### src/rtl/core/mlts_pkg.sv
package mlts_pkg;

    localparam int SEQ_DEPTH_DEF = 128;
    localparam int GAP_MS_DEF    = 10;

    localparam int TL_W    = 17;
    localparam int BEAT_W  = 9;
    localparam int BYTE_W  = 8;
    localparam int REQ_W   = 2;
    localparam int PER_W   = 12;

    localparam logic [BYTE_W-1:0] CMD_NOTES = 8'h4E;
    localparam logic [BYTE_W-1:0] CMD_DURS  = 8'h44;
    localparam logic [BYTE_W-1:0] CMD_END   = 8'h7F;
    localparam logic [BYTE_W-1:0] CMD_PLAY  = 8'h50;
    localparam logic [BYTE_W-1:0] CMD_STOP  = 8'h53;
    localparam logic [BYTE_W-1:0] CMD_BEAT  = 8'h54;

    localparam int BEAT_CODES = 5;
    localparam int TONE_COUNT = 14;
    localparam int US_PER_S   = 1000000;
    localparam logic [BEAT_W-1:0] BEAT_RESET = 9'd250;

    typedef enum logic [REQ_W-1:0] {
        REQ_BYTE   = 2'd0,
        REQ_TICK   = 2'd1,
        REQ_BUTTON = 2'd2
    } t_req;

    localparam int BEAT_0 = 500 * 60 / 60;
    localparam int BEAT_1 = 500 * 60 / 80;
    localparam int BEAT_2 = 500 * 60 / 100;
    localparam int BEAT_3 = 500 * 60 / 120;
    localparam int BEAT_4 = 500 * 60 / 200;

    localparam logic [PER_W-1:0] TONE_PERIOD [TONE_COUNT] = '{
        12'(US_PER_S / 262), 12'(US_PER_S / 293), 12'(US_PER_S / 329),
        12'(US_PER_S / 349), 12'(US_PER_S / 392), 12'(US_PER_S / 440),
        12'(US_PER_S / 494), 12'(US_PER_S / 523), 12'(US_PER_S / 587),
        12'(US_PER_S / 659), 12'(US_PER_S / 698), 12'(US_PER_S / 784),
        12'(US_PER_S / 880), 12'(US_PER_S / 988)
    };

    function automatic logic [BEAT_W-1:0] beat_of_code(input logic [2:0] code);
        logic [BEAT_W-1:0] ms;
        case (code)
            3'd0:    ms = BEAT_W'(BEAT_0);
            3'd1:    ms = BEAT_W'(BEAT_1);
            3'd2:    ms = BEAT_W'(BEAT_2);
            3'd3:    ms = BEAT_W'(BEAT_3);
            3'd4:    ms = BEAT_W'(BEAT_4);
            default: ms = BEAT_RESET;
        endcase
        return ms;
    endfunction

    function automatic logic [PER_W-1:0] period_of_code(input logic [3:0] code);
        logic [PER_W-1:0] per;
        if (code < 4'(TONE_COUNT)) begin
            per = TONE_PERIOD[code];
        end else begin
            per = '0;
        end
        return per;
    endfunction

endpackage

### src/rtl/core/mlts_if.sv
interface mlts_in_if;
    logic                          valid;
    logic                          ready;
    logic [mlts_pkg::REQ_W-1:0]    req_type;
    logic [mlts_pkg::BYTE_W-1:0]   rx_byte;

    modport source (output valid, req_type, rx_byte, input ready);
    modport sink   (input valid, req_type, rx_byte, output ready);
endinterface

interface mlts_out_if;
    logic                          valid;
    logic                          ready;
    logic                          tone_on;
    logic [mlts_pkg::PER_W-1:0]    tone_period;
    logic                          playing;

    modport source (output valid, tone_on, tone_period, playing, input ready);
    modport sink   (input valid, tone_on, tone_period, playing, output ready);
endinterface

### src/rtl/core/melody_loader_and_tone_sequencer.sv
// Channel  Dir  Payload                              Handshake
// i_in     in   req_type[1:0], rx_byte[7:0]          valid/ready
// o_out    out  tone_on, tone_period[11:0], playing  valid/ready
//
// One result per accepted item; a new item may be accepted every cycle while the output is not stalled.
// Each item passes the input register, the state update with the store read,
// then the tone lookup into the output register.
// The registered read of the note and duration stores sets the second stage.
// Reset is synchronous; the store valid bits clear at once, no sweep needed.
// Each stage moves when the one after it is empty or moving, so a stalled
// output still lets the earlier stages fill.
module melody_loader_and_tone_sequencer #(
    parameter int SEQ_DEPTH = mlts_pkg::SEQ_DEPTH_DEF,
    parameter int GAP_MS    = mlts_pkg::GAP_MS_DEF
) (
    input  logic              i_clk,
    input  logic              i_rst_n,
    mlts_in_if.sink           i_in,
    mlts_out_if.source        o_out
);

    localparam int AW = (SEQ_DEPTH > 1) ? $clog2(SEQ_DEPTH) : 1;
    localparam int LW = $clog2(SEQ_DEPTH + 1);
    localparam int CW = AW + 1;
    localparam int TW = mlts_pkg::TL_W;
    localparam int BW = mlts_pkg::BYTE_W;

    // Stage one: input register.
    logic                        r_s1_vld;
    logic [mlts_pkg::REQ_W-1:0]  r_s1_req;
    logic [BW-1:0]               r_s1_byte;

    // Sequencer state.
    logic [LW-1:0]               r_load_idx, n_load_idx;
    logic [LW-1:0]               r_mel_len, n_mel_len;
    logic [AW-1:0]               r_play_idx, n_play_idx;
    logic                        r_active, n_active;
    logic                        r_load_notes, n_load_notes;
    logic                        r_load_lens, n_load_lens;
    logic                        r_beat_pend, n_beat_pend;
    logic [mlts_pkg::BEAT_W-1:0] r_beat_ms, n_beat_ms;
    logic [TW-1:0]               r_time_left, n_time_left;
    logic                        r_in_gap, n_in_gap;
    logic                        r_tl_pend, n_tl_pend;
    logic [SEQ_DEPTH-1:0]        r_note_vld;
    logic [SEQ_DEPTH-1:0]        r_len_vld;
    logic                        r_len_vld_q;

    // Stage two: state snapshot beside the registered store reads.
    logic                        r_s2_vld;
    logic                        r_s2_active;
    logic                        r_s2_gap;
    logic                        r_s2_byp;
    logic [BW-1:0]               r_s2_byp_code;
    logic                        r_s2_note_vld;

    // Output register.
    logic                        r_out_vld;
    logic                        r_out_tone_on;
    logic [mlts_pkg::PER_W-1:0]  r_out_period;
    logic                        r_out_playing;

    logic                        adv_out, adv_s2, adv_s1, step;
    logic                        do_start, do_stop, do_load, adv_note;
    logic                        wr_note, wr_len;
    logic [TW-1:0]               tl_eff, tl_dec;
    logic [BW-1:0]               len_d, len_q, note_q, code;
    logic [CW-1:0]               next_idx;
    logic                        sound;

    assign adv_out    = !r_out_vld || o_out.ready;
    assign adv_s2     = !r_s2_vld || adv_out;
    assign adv_s1     = !r_s1_vld || adv_s2;
    assign step       = r_s1_vld && adv_s2;
    assign i_in.ready = adv_s1;

    // A note that has just been loaded takes its length from the store read
    // issued by the previous transaction.
    assign len_d  = r_len_vld_q ? len_q : '0;
    assign tl_eff = r_tl_pend ? (TW'(r_beat_ms) * TW'(len_d)) : r_time_left;
    assign tl_dec = (tl_eff != '0) ? (tl_eff - 1'b1) : tl_eff;
    assign next_idx = CW'(r_play_idx) + 1'b1;

    always_comb begin
        n_load_idx   = r_load_idx;
        n_mel_len    = r_mel_len;
        n_play_idx   = r_play_idx;
        n_active     = r_active;
        n_load_notes = r_load_notes;
        n_load_lens  = r_load_lens;
        n_beat_pend  = r_beat_pend;
        n_beat_ms    = r_beat_ms;
        n_time_left  = tl_eff;
        n_in_gap     = r_in_gap;
        n_tl_pend    = 1'b0;
        do_start     = 1'b0;
        do_stop      = 1'b0;
        do_load      = 1'b0;
        adv_note     = 1'b0;
        wr_note      = 1'b0;
        wr_len       = 1'b0;

        case (mlts_pkg::t_req'(r_s1_req))
            mlts_pkg::REQ_BYTE: begin
                case (r_s1_byte)
                    mlts_pkg::CMD_NOTES: begin
                        n_load_notes = 1'b1;
                        n_load_lens  = 1'b0;
                        n_load_idx   = '0;
                    end
                    mlts_pkg::CMD_DURS: begin
                        n_load_notes = 1'b0;
                        n_load_lens  = 1'b1;
                        n_load_idx   = '0;
                    end
                    mlts_pkg::CMD_END: begin
                        n_load_notes = 1'b0;
                        n_load_lens  = 1'b0;
                        n_mel_len    = r_load_idx;
                        n_load_idx   = '0;
                    end
                    mlts_pkg::CMD_PLAY: begin
                        do_start = !r_active;
                    end
                    mlts_pkg::CMD_STOP: begin
                        do_stop = 1'b1;
                    end
                    mlts_pkg::CMD_BEAT: begin
                        n_beat_pend = 1'b1;
                    end
                    default: begin
                        if ((r_load_notes || r_load_lens) &&
                            (r_load_idx < LW'(SEQ_DEPTH))) begin
                            wr_note    = r_load_notes;
                            wr_len     = !r_load_notes;
                            n_load_idx = r_load_idx + 1'b1;
                        end
                        if (r_beat_pend) begin
                            if (r_s1_byte < BW'(mlts_pkg::BEAT_CODES)) begin
                                n_beat_ms = mlts_pkg::beat_of_code(r_s1_byte[2:0]);
                            end
                            n_beat_pend = 1'b0;
                        end
                    end
                endcase
            end
            mlts_pkg::REQ_TICK: begin
                if (r_active) begin
                    n_time_left = tl_dec;
                    if (tl_dec == '0) begin
                        if (!r_in_gap) begin
                            n_in_gap    = 1'b1;
                            n_time_left = TW'(GAP_MS);
                        end else begin
                            adv_note = 1'b1;
                        end
                    end
                end
            end
            mlts_pkg::REQ_BUTTON: begin
                do_stop  = r_active;
                do_start = !r_active;
            end
            default: ;
        endcase

        if (adv_note) begin
            if ((next_idx >= CW'(r_mel_len)) || (next_idx >= CW'(SEQ_DEPTH))) begin
                do_stop = 1'b1;
            end else begin
                n_play_idx = next_idx[AW-1:0];
                do_load    = 1'b1;
            end
        end
        if (do_start && (r_mel_len != '0)) begin
            n_active   = 1'b1;
            n_play_idx = '0;
            do_load    = 1'b1;
        end
        if (do_load) begin
            n_in_gap  = 1'b0;
            n_tl_pend = 1'b1;
        end
        if (do_stop) begin
            n_active    = 1'b0;
            n_play_idx  = '0;
            n_time_left = '0;
            n_in_gap    = 1'b0;
            n_tl_pend   = 1'b0;
        end
    end

    mlts_ram #(
        .WIDTH (BW),
        .DEPTH (SEQ_DEPTH)
    ) u_note_ram (
        .i_clk   (i_clk),
        .i_we    (step && wr_note),
        .i_waddr (r_load_idx[AW-1:0]),
        .i_wdata (r_s1_byte),
        .i_re    (step),
        .i_raddr (n_play_idx),
        .o_rdata (note_q)
    );

    mlts_ram #(
        .WIDTH (BW),
        .DEPTH (SEQ_DEPTH)
    ) u_len_ram (
        .i_clk   (i_clk),
        .i_we    (step && wr_len),
        .i_waddr (r_load_idx[AW-1:0]),
        .i_wdata (r_s1_byte),
        .i_re    (step),
        .i_raddr (n_play_idx),
        .o_rdata (len_q)
    );

    always_ff @(posedge i_clk) begin
        if (!i_rst_n) begin
            r_s1_vld     <= 1'b0;
            r_s2_vld     <= 1'b0;
            r_out_vld    <= 1'b0;
            r_load_idx   <= '0;
            r_mel_len    <= '0;
            r_play_idx   <= '0;
            r_active     <= 1'b0;
            r_load_notes <= 1'b0;
            r_load_lens  <= 1'b0;
            r_beat_pend  <= 1'b0;
            r_beat_ms    <= mlts_pkg::BEAT_RESET;
            r_time_left  <= '0;
            r_in_gap     <= 1'b0;
            r_tl_pend    <= 1'b0;
            r_note_vld   <= '0;
            r_len_vld    <= '0;
            r_len_vld_q  <= 1'b0;
        end else begin
            if (adv_s1) begin
                r_s1_vld <= i_in.valid;
            end
            if (adv_s2) begin
                r_s2_vld <= step;
            end
            if (adv_out) begin
                r_out_vld <= r_s2_vld;
            end
            if (step) begin
                r_load_idx   <= n_load_idx;
                r_mel_len    <= n_mel_len;
                r_play_idx   <= n_play_idx;
                r_active     <= n_active;
                r_load_notes <= n_load_notes;
                r_load_lens  <= n_load_lens;
                r_beat_pend  <= n_beat_pend;
                r_beat_ms    <= n_beat_ms;
                r_time_left  <= n_time_left;
                r_in_gap     <= n_in_gap;
                r_tl_pend    <= n_tl_pend;
                r_len_vld_q  <= r_len_vld[n_play_idx];
                if (wr_note) begin
                    r_note_vld[r_load_idx[AW-1:0]] <= 1'b1;
                end
                if (wr_len) begin
                    r_len_vld[r_load_idx[AW-1:0]] <= 1'b1;
                end
            end
        end
    end

    always_ff @(posedge i_clk) begin
        if (adv_s1 && i_in.valid) begin
            r_s1_req  <= i_in.req_type;
            r_s1_byte <= i_in.rx_byte;
        end
        if (step) begin
            r_s2_active   <= n_active;
            r_s2_gap      <= n_in_gap;
            // A note written to the slot now playing is taken from here, not
            // from the store read issued in the same cycle.
            r_s2_byp      <= wr_note && (r_load_idx[AW-1:0] == n_play_idx);
            r_s2_byp_code <= r_s1_byte;
            r_s2_note_vld <= r_note_vld[n_play_idx];
        end
        if (adv_out && r_s2_vld) begin
            r_out_tone_on <= sound;
            r_out_period  <= sound ? mlts_pkg::period_of_code(code[3:0]) : '0;
            r_out_playing <= r_s2_active;
        end
    end

    assign code  = r_s2_byp ? r_s2_byp_code : (r_s2_note_vld ? note_q : '0);
    assign sound = r_s2_active && !r_s2_gap && (code < BW'(mlts_pkg::TONE_COUNT));

    assign o_out.valid       = r_out_vld;
    assign o_out.tone_on     = r_out_tone_on;
    assign o_out.tone_period = r_out_period;
    assign o_out.playing     = r_out_playing;

endmodule

### src/rtl/core/mlts_ram.sv
module mlts_ram #(
    parameter int WIDTH = 8,
    parameter int DEPTH = 128
) (
    input  logic                     i_clk,
    input  logic                     i_we,
    input  logic [$clog2(DEPTH)-1:0] i_waddr,
    input  logic [WIDTH-1:0]         i_wdata,
    input  logic                     i_re,
    input  logic [$clog2(DEPTH)-1:0] i_raddr,
    output logic [WIDTH-1:0]         o_rdata
);

    logic [WIDTH-1:0] r_mem [DEPTH];
    logic [WIDTH-1:0] r_rdata;

    always_ff @(posedge i_clk) begin
        if (i_we) begin
            r_mem[i_waddr] <= i_wdata;
        end
        if (i_re) begin
            r_rdata <= r_mem[i_raddr];
        end
    end

    assign o_rdata = r_rdata;

endmodule

### src/flat_wrapper.sv
// flat-port wrapper written by rule: the top's interface ports become plain ports
module melody_loader_and_tone_sequencer_flat 
#(
    parameter int SEQ_DEPTH = mlts_pkg::SEQ_DEPTH_DEF,
    parameter int GAP_MS    = mlts_pkg::GAP_MS_DEF
)
  (i_clk, i_rst_n, i_in_valid, i_in_req_type, i_in_rx_byte, i_in_ready, o_out_valid, o_out_tone_on, o_out_tone_period, o_out_playing, o_out_ready);
  mlts_in_if i_in_i ();
  mlts_out_if o_out_i ();
  input  logic i_clk;
  input  logic i_rst_n;
  input wire logic [$bits(i_in_i.valid)-1:0] i_in_valid;
  input wire logic [$bits(i_in_i.req_type)-1:0] i_in_req_type;
  input wire logic [$bits(i_in_i.rx_byte)-1:0] i_in_rx_byte;
  output wire logic [$bits(i_in_i.ready)-1:0] i_in_ready;
  output wire logic [$bits(o_out_i.valid)-1:0] o_out_valid;
  output wire logic [$bits(o_out_i.tone_on)-1:0] o_out_tone_on;
  output wire logic [$bits(o_out_i.tone_period)-1:0] o_out_tone_period;
  output wire logic [$bits(o_out_i.playing)-1:0] o_out_playing;
  input wire logic [$bits(o_out_i.ready)-1:0] o_out_ready;
  assign i_in_i.valid = i_in_valid;
  assign i_in_i.req_type = i_in_req_type;
  assign i_in_i.rx_byte = i_in_rx_byte;
  assign i_in_ready = i_in_i.ready;
  assign o_out_valid = o_out_i.valid;
  assign o_out_tone_on = o_out_i.tone_on;
  assign o_out_tone_period = o_out_i.tone_period;
  assign o_out_playing = o_out_i.playing;
  assign o_out_i.ready = o_out_ready;
  melody_loader_and_tone_sequencer #(.SEQ_DEPTH(SEQ_DEPTH), .GAP_MS(GAP_MS)) u_core (.i_clk(i_clk), .i_rst_n(i_rst_n), .i_in(i_in_i), .o_out(o_out_i));
endmodule
### config.mk
export PLATFORM = sky130hd
export DESIGN_NAME = melody_loader_and_tone_sequencer_flat
export DESIGN_NICKNAME = d
export VERILOG_FILES = /design/src/rtl/core/mlts_pkg.sv /design/src/rtl/core/mlts_if.sv /design/src/rtl/core/melody_loader_and_tone_sequencer.sv /design/src/rtl/core/mlts_ram.sv /design/src/flat_wrapper.sv
export SDC_FILE = /design/constraint.sdc
export NUM_CORES = 2
export LEC_CHECK = 0
export BUFFER_PORTS_ARGS = -buffer_cell sky130_fd_sc_hd__clkbuf_2
export CORE_ASPECT_RATIO = 1.1
export CORE_MARGIN = 2
export CORE_UTILIZATION = 50
export CTS_CLUSTER_DIAMETER = 100
export CTS_CLUSTER_SIZE = 40
export DETAILED_ROUTE_END_ITERATION = 8
export PLACE_DENSITY = 0.65
export REMOVE_ABC_BUFFERS = 1
export SYNTH_ARGS = -nofsm -noshare
export SYNTH_HDL_FRONTEND = slang
export SYNTH_HIERARCHICAL = 1
export SYNTH_SLANG_ARGS = --single-unit
### constraint.sdc
create_clock -name i_clk -period 26.9 [get_ports i_clk]
set_clock_uncertainty 0.1 [all_clocks]
set_input_delay 6.725 -clock i_clk [delete_from_list [all_inputs] [get_ports i_clk]]
set_output_delay 6.725 -clock i_clk [all_outputs]
set_load 0.05 [all_outputs]
-- After elaboration in Yosys (flattened, before gate mapping)
Memory sizes are Yosys's and may differ from the RTL's. A register that Yosys moved wholly into a read port is not among the register bits.
Index checks and enable logic that the tools add are counted.
W data, S select, Z words.
- add/subtract/negate cells: 3
- multipliers: 1
- order comparisons: 9
- equality and inequality tests: 12
- mux-type cells: 58
- bitwise gates (word level): 6
- reduce and logical (&&, ||, !) cells: 46
- operator list (cell ; number):
    $or A128 B128 Y128 ; 2
    $mux W17 ; 7
    $eq A8 B7 Y1 const B ; 6
    $pmux W9 S4 ; 1
    $mux W1 ; 33
    $mux W8 ; 4
    $mux W7 ; 4
    $logic_not A17 Y1 ; 1
    $mul A9 B8 Y17 ; 1
    $reduce_bool A17 Y1 ; 1
    $sub A17 B1 Y17 const B ; 1
    $lt A7 B8 Y1 const B ; 2
    $pmux W8 S2 ; 1
    $bmux W1 S7 ; 2
    $reduce_and A3 Y1 ; 4
    $logic_and A1 B1 Y1 ; 11
    $pmux W1 S2 ; 5
    $add A7 B1 Y8 const B ; 1
    $add A8 B1 Y8 const B ; 1
    $ge A8 B8 Y1 ; 1
    $ge A8 B8 Y1 const B ; 1
    $lt A8 B3 Y1 const B ; 1
    $lt A8 B4 Y1 const B ; 1
    $lt A8 B8 Y1 const B ; 1
    other kinds (24) ; 42
- bits in registers: 339
- bits in writable memories: 2048
- memory bits (read-only): 192
- logic and storage cells: 164
- memories kept: 3
- memories (memory ; depth ; bits a word ; read ports ; clocked after Yosys merged registers in ; wr ports ; line ; RTL):
    u_core.u_len_ram.r_mem ; 128 ; 8 ; 1 ; 1 ; 1 ; mlts_ram.sv:14 ; logic [WIDTH-1:0] r_mem [DEPTH];
    u_core.u_note_ram.r_mem ; 128 ; 8 ; 1 ; 1 ; 1 ; mlts_ram.sv:14 ;
    (name not given) ; 16 ; 12 ; 1 ; 1 ; 0 ; mlts_pkg.sv:60 ; per = TONE_PERIOD[code];

-- Depth between registers and ports, before layout
- depth in word-level cells: 14
- gate-level depth with buffers: 34

-- By module
Netlist, hierarchy kept.
- by module, submodules not included (module ; times used ; cells an instance ; area each (µm²) ; sequential area each (µm²)):
    mlts_ram ; 2 ; 1635 ; 39745.6 ; 30989.7
    melody_loader_and_tone_sequencer ; 1 ; 2291 ; 19494.9 ; 7387.1

-- Least setup slack after synthesis
No wires, ideal clock.
- path kind: input to output
- start point: in o_out_ready
- end point: out i_in_ready
- data arrival time: 7.438 ns
- data required time: 20.075 ns
- slack: 12.637 ns
- cell stages on the path: 2
- buffers on the path: 0
- cell sequence: nor2b_1 > nand3_1
- longest elaborated chain between the ends: 3
- ends and longest elaborated chain (item ; line ; RTL):
    start: declaration ; flat_wrapper.sv:20 ; input wire logic [$bits(o_out_i.ready)-1:0] o_out_ready;
    $logic_or A1 B1 Y1 ; melody_loader_and_tone_sequencer.sv:71 ; assign adv_out = !r_out_vld || o_out.ready;
    $logic_or A1 B1 Y1 ; melody_loader_and_tone_sequencer.sv:72 ; assign adv_s2 = !r_s2_vld || adv_out;
    $logic_or A1 B1 Y1 ; melody_loader_and_tone_sequencer.sv:73 ; assign adv_s1 = !r_s1_vld || adv_s2;
    end: declaration ; flat_wrapper.sv:15 ; output wire logic [$bits(i_in_i.ready)-1:0] i_in_ready;
Every way passes these cells.

-- Worst setup path in the final report
Ends and elaborated chain as after synthesis.

==> Flow_metrics.wiki <==
{| class="wikitable"
! Metric !! Value
|-
| Antenna violations before repair || 19
|-
| Number of CTS-inserted buffers || 75
|-
| First-pass GRT wire length || 339000 um
|-
| Critical path launch point type || input port
|-
| Die boundary width || around 430 um
|-
| Fill cell instance count of the final layout || ~15000
|-
| Path class of the lowest-slack min-delay path || reg -> reg
|-
| Worst hold-check slack || roughly 0.38 ns
|-
| Clock Pin Slew Worst Setup and Hold Paths || 0.09 ns
|-
| Total standard cell area after synthesis || 0.0990 sq mm
|-
| Sum of negative setup slack || 0 ns
|-
| GRT Residual Overflow || 0
|-
| Slew Viols, Final || 0
|-
| # Max-Cap Violations || 0
|-
| Total leakage power || 30.8 nW
|-
| Type of destination of the critical path || output port
|-
| Total number of vias || 51062
|-
| IO Port Bufs || 29
|-
| Most area-consuming cells after synthesis || edfxtp_1, mux4_2, dfxtp_1
|-
| Largest net degree at the start of global routing || 180
|-
| Worst-Margin Slew || approximately 1.3 ns
|-
| Power Dens Cells || 57.3 mW/mm^2
|-
| Layout cell share with drive strength beyond 1 || a little under a fifth
|-
| Unrepaired setup endpoints after global routing || no
|-
| Tot Pwr || 0.00597 W
|-
| Synth Flop Type || edfxtp_1
|-
| Share of synthesized area occupied by flip-flops and latches || 70.1%
|-
| Normalized max-slew margin || 11.5%
|-
| Final period demand of the worst path || between 10 and 15 ns
|-
| CP Data Arrival Time || about 7.5 ns
|-
| Maximum achievable frequency || 0.0698 GHz
|-
| Path type of the worst setup path || in -> out
|-
| Gates resized, CTS repair || 0
|-
| First-pass DRT Iterations || 6
|-
| Number of nets in the layout || 5546
|-
| Area of the die || 0.202 sq mm
|-
| Drt via density || 6.33
|-
| Count of standard-cell rows || between 150 and 200
|-
| ANT nets after route || 0
|-
| DP Worst Slack || 12.57 ns
|-
| Hold violation total from the final report || 0
|-
| Average footprint of a synthesized cell || 17.8 sq um
|-
| Post-synth EDFFs || 2100
|-
| Core ar. || 0.197 sq mm
|-
| Most numerous cell types in the synthesized netlist || edfxtp_1, mux4_2, nor2_1, dfxtp_1, nand2_1
|-
| First DRT Iteration DRCs || 5806
|-
| Peak supply drop || 54.0 uV
|-
| H-Tree Depth || 3
|-
| DR DRC count || 0
|-
| Slack of the critical path || 12.57 ns
|-
| Via count of the first global-routing pass || between 40000 and 50000
|-
| Detailed Route WL || 229000 um
|-
| Total of endpoints with negative setup slack in the final report || 0
|-
| Initial core utilization || 50.2%
|-
| Yosys top cell area share || between 60% and 70%
|-
| Hpwl dp || ~140000 um
|-
| Top-level I/O count || 30
|-
| Clock tree from TritonCTS || built
|-
| Share of flip-flops with an asynchronous set or reset || 0%
|-
| Longest Clk Path Bufs || 3
|-
| Number of buffers inserted by hold repair at cts || 0
|-
| Mapped Cells || approximately 5600
|-
| Final RePlAce weighted congestion || 0.837
|-
| Biggest area consumer among synthesized cells || edfxtp_1
|-
| CTS Sinks || 2415
|-
| Post-CTS Setup Repair Bufs || 0
|-
| Required time at the endpoint of the critical path || 20.08 ns
|-
| Clock insertion delay at the later pin of the skew report || around 0.78 ns
|-
| Tcrit/Tclk final || 53.3%
|-
| Routed length per placed instance || between 20 and 30 um
|-
| Number of distinct standard cells referenced by the synthesized netlist || 93
|-
| Die Y-Extent || 471 um
|-
| Flop and latch count out of synthesis || ~2400
|-
| Count of synthesis-stage warnings from yosys || 6
|-
| Overall fraction of global-route tracks in use || 22.5%
|-
| Biggest fanout along the worst timing path || 6
|-
| Root Driver || clkbuf_16
|-
| Outcome || completed
|-
| Layout area overhead || 5.26%
|-
| Top-count cell post-synth || edfxtp_1
|}
==> report_power, final <==
part / switching [W] / internal (W)
sequential: 0.00000470 / 0.00409
combinational: 0.000152 / 0.0000569
clock: 0.00109 / 0.000570
total: 0.00125 / 0.00472
==> stage by stage <==
step	area, sq um	util, %	cells
6_report	104000	52.9	8066
5_1_grt	104000	52.9	8063
4_1_cts	104000	52.9	8062
3_5_place_dp	102000	51.7	7952
3_3_place_gp	102000	51.7	7952
2_1_floorplan	97500	-	5226
==> worst paths after layout <==
kind / startpoint / slack (ns) / end / depth (start not counted)
worst max-delay path: o_out_ready / 12.57 / i_in_ready / 4
worst max register to register: u_core/r_len_vld_q$_SDFFE_PN0P_ / 12.79 / u_core/u_len_ram/o_rdata[1]$_DFFE_PP_ / 28
worst min register to register: u_core/r_time_left[14]$_SDFFE_PN0P_ / 0.38 / u_core/r_time_left[14]$_SDFFE_PN0P_ / 2
worst min-delay path: u_core/r_time_left[14]$_SDFFE_PN0P_ / 0.38 / u_core/r_time_left[14]$_SDFFE_PN0P_ / 2
==> kinds of logic after synthesis <==
family / count (synthesis) / synth area share (%)
AOI/OAI and AO/OA: 569 / 3.88
xor gates and xnor gates: 33 / 0.292
adders and majority gates: 98 / 1.56
buffers and inverters: 414 / 1.81
DFF: 2415 / 70.1
muxes: 752 / 16.2
and+or+nand+nor: 1280 / 6.17
==> cell usage in the layout (no fill, tap or decap), types with 95 or more instances in the layout <==
cell	synthesis	final
buf_4	29	95
o21a_1	135	135
nor2_1	480	477
edfxtp_1	2100	2100
mux4_2	678	678
nor2b_1	176	176
dfxtp_1	315	308
a21oi_1	182	182
nand2_1	237	237
nand3_1	100	99
==> worst max-delay path, cell delays in order <==
cell and delay, ns:
clkbuf_2 0.08, nor2b_1 0.30, nand3_1 0.14, clkbuf_2 0.25
==> routing by layer <==
metal | up-vias | GRT usage (%) | wire (um)
li1 | 21671 | - | -
met1 | 27379 | 32.8 | 96300
met2 | 1795 | 37.0 | 113000
met3 | 213 | 2.75 | 15200
met4 | 4 | 4.60 | 4000
met5 | - | 0 | 23
==> state kept, by name, summed over array words and instances (netlist names), 2 cells and up <==
signal / cells
u_core/r_s1_byte: 8
u_core/r_beat_ms: 9
u_core/r_load_idx: 8
u_core/r_note_vld: 128
u_core/o_out.tone_period: 12
u_core/u_len_ram/o_rdata: 8
u_core/r_mel_len: 8
u_core/r_s2_byp_code: 8
u_core/u_len_ram/r_mem: 1024
u_core/r_play_idx: 7
u_core/r_time_left: 17
u_core/r_len_vld: 128
u_core/r_s1_req: 2
u_core/u_note_ram/r_mem: 1024
u_core/u_note_ram/o_rdata: 8
==> area by class of cell <==
class / count / area (sq um) / area share, %
diodes: 4 / 10.0 / 0.00961
multi-input cells: 2732 / 27900 / 26.8
clock buffers: 88 / 1990 / 1.91
well taps: 2595 / 3250 / 3.12
repair buffers: 131 / 1010 / 0.967
flip-flops and latches: 2415 / 69400 / 66.6
clock inverters: 22 / 343 / 0.329
inverters: 79 / 332 / 0.318
(Power assumes the default switching activity.)
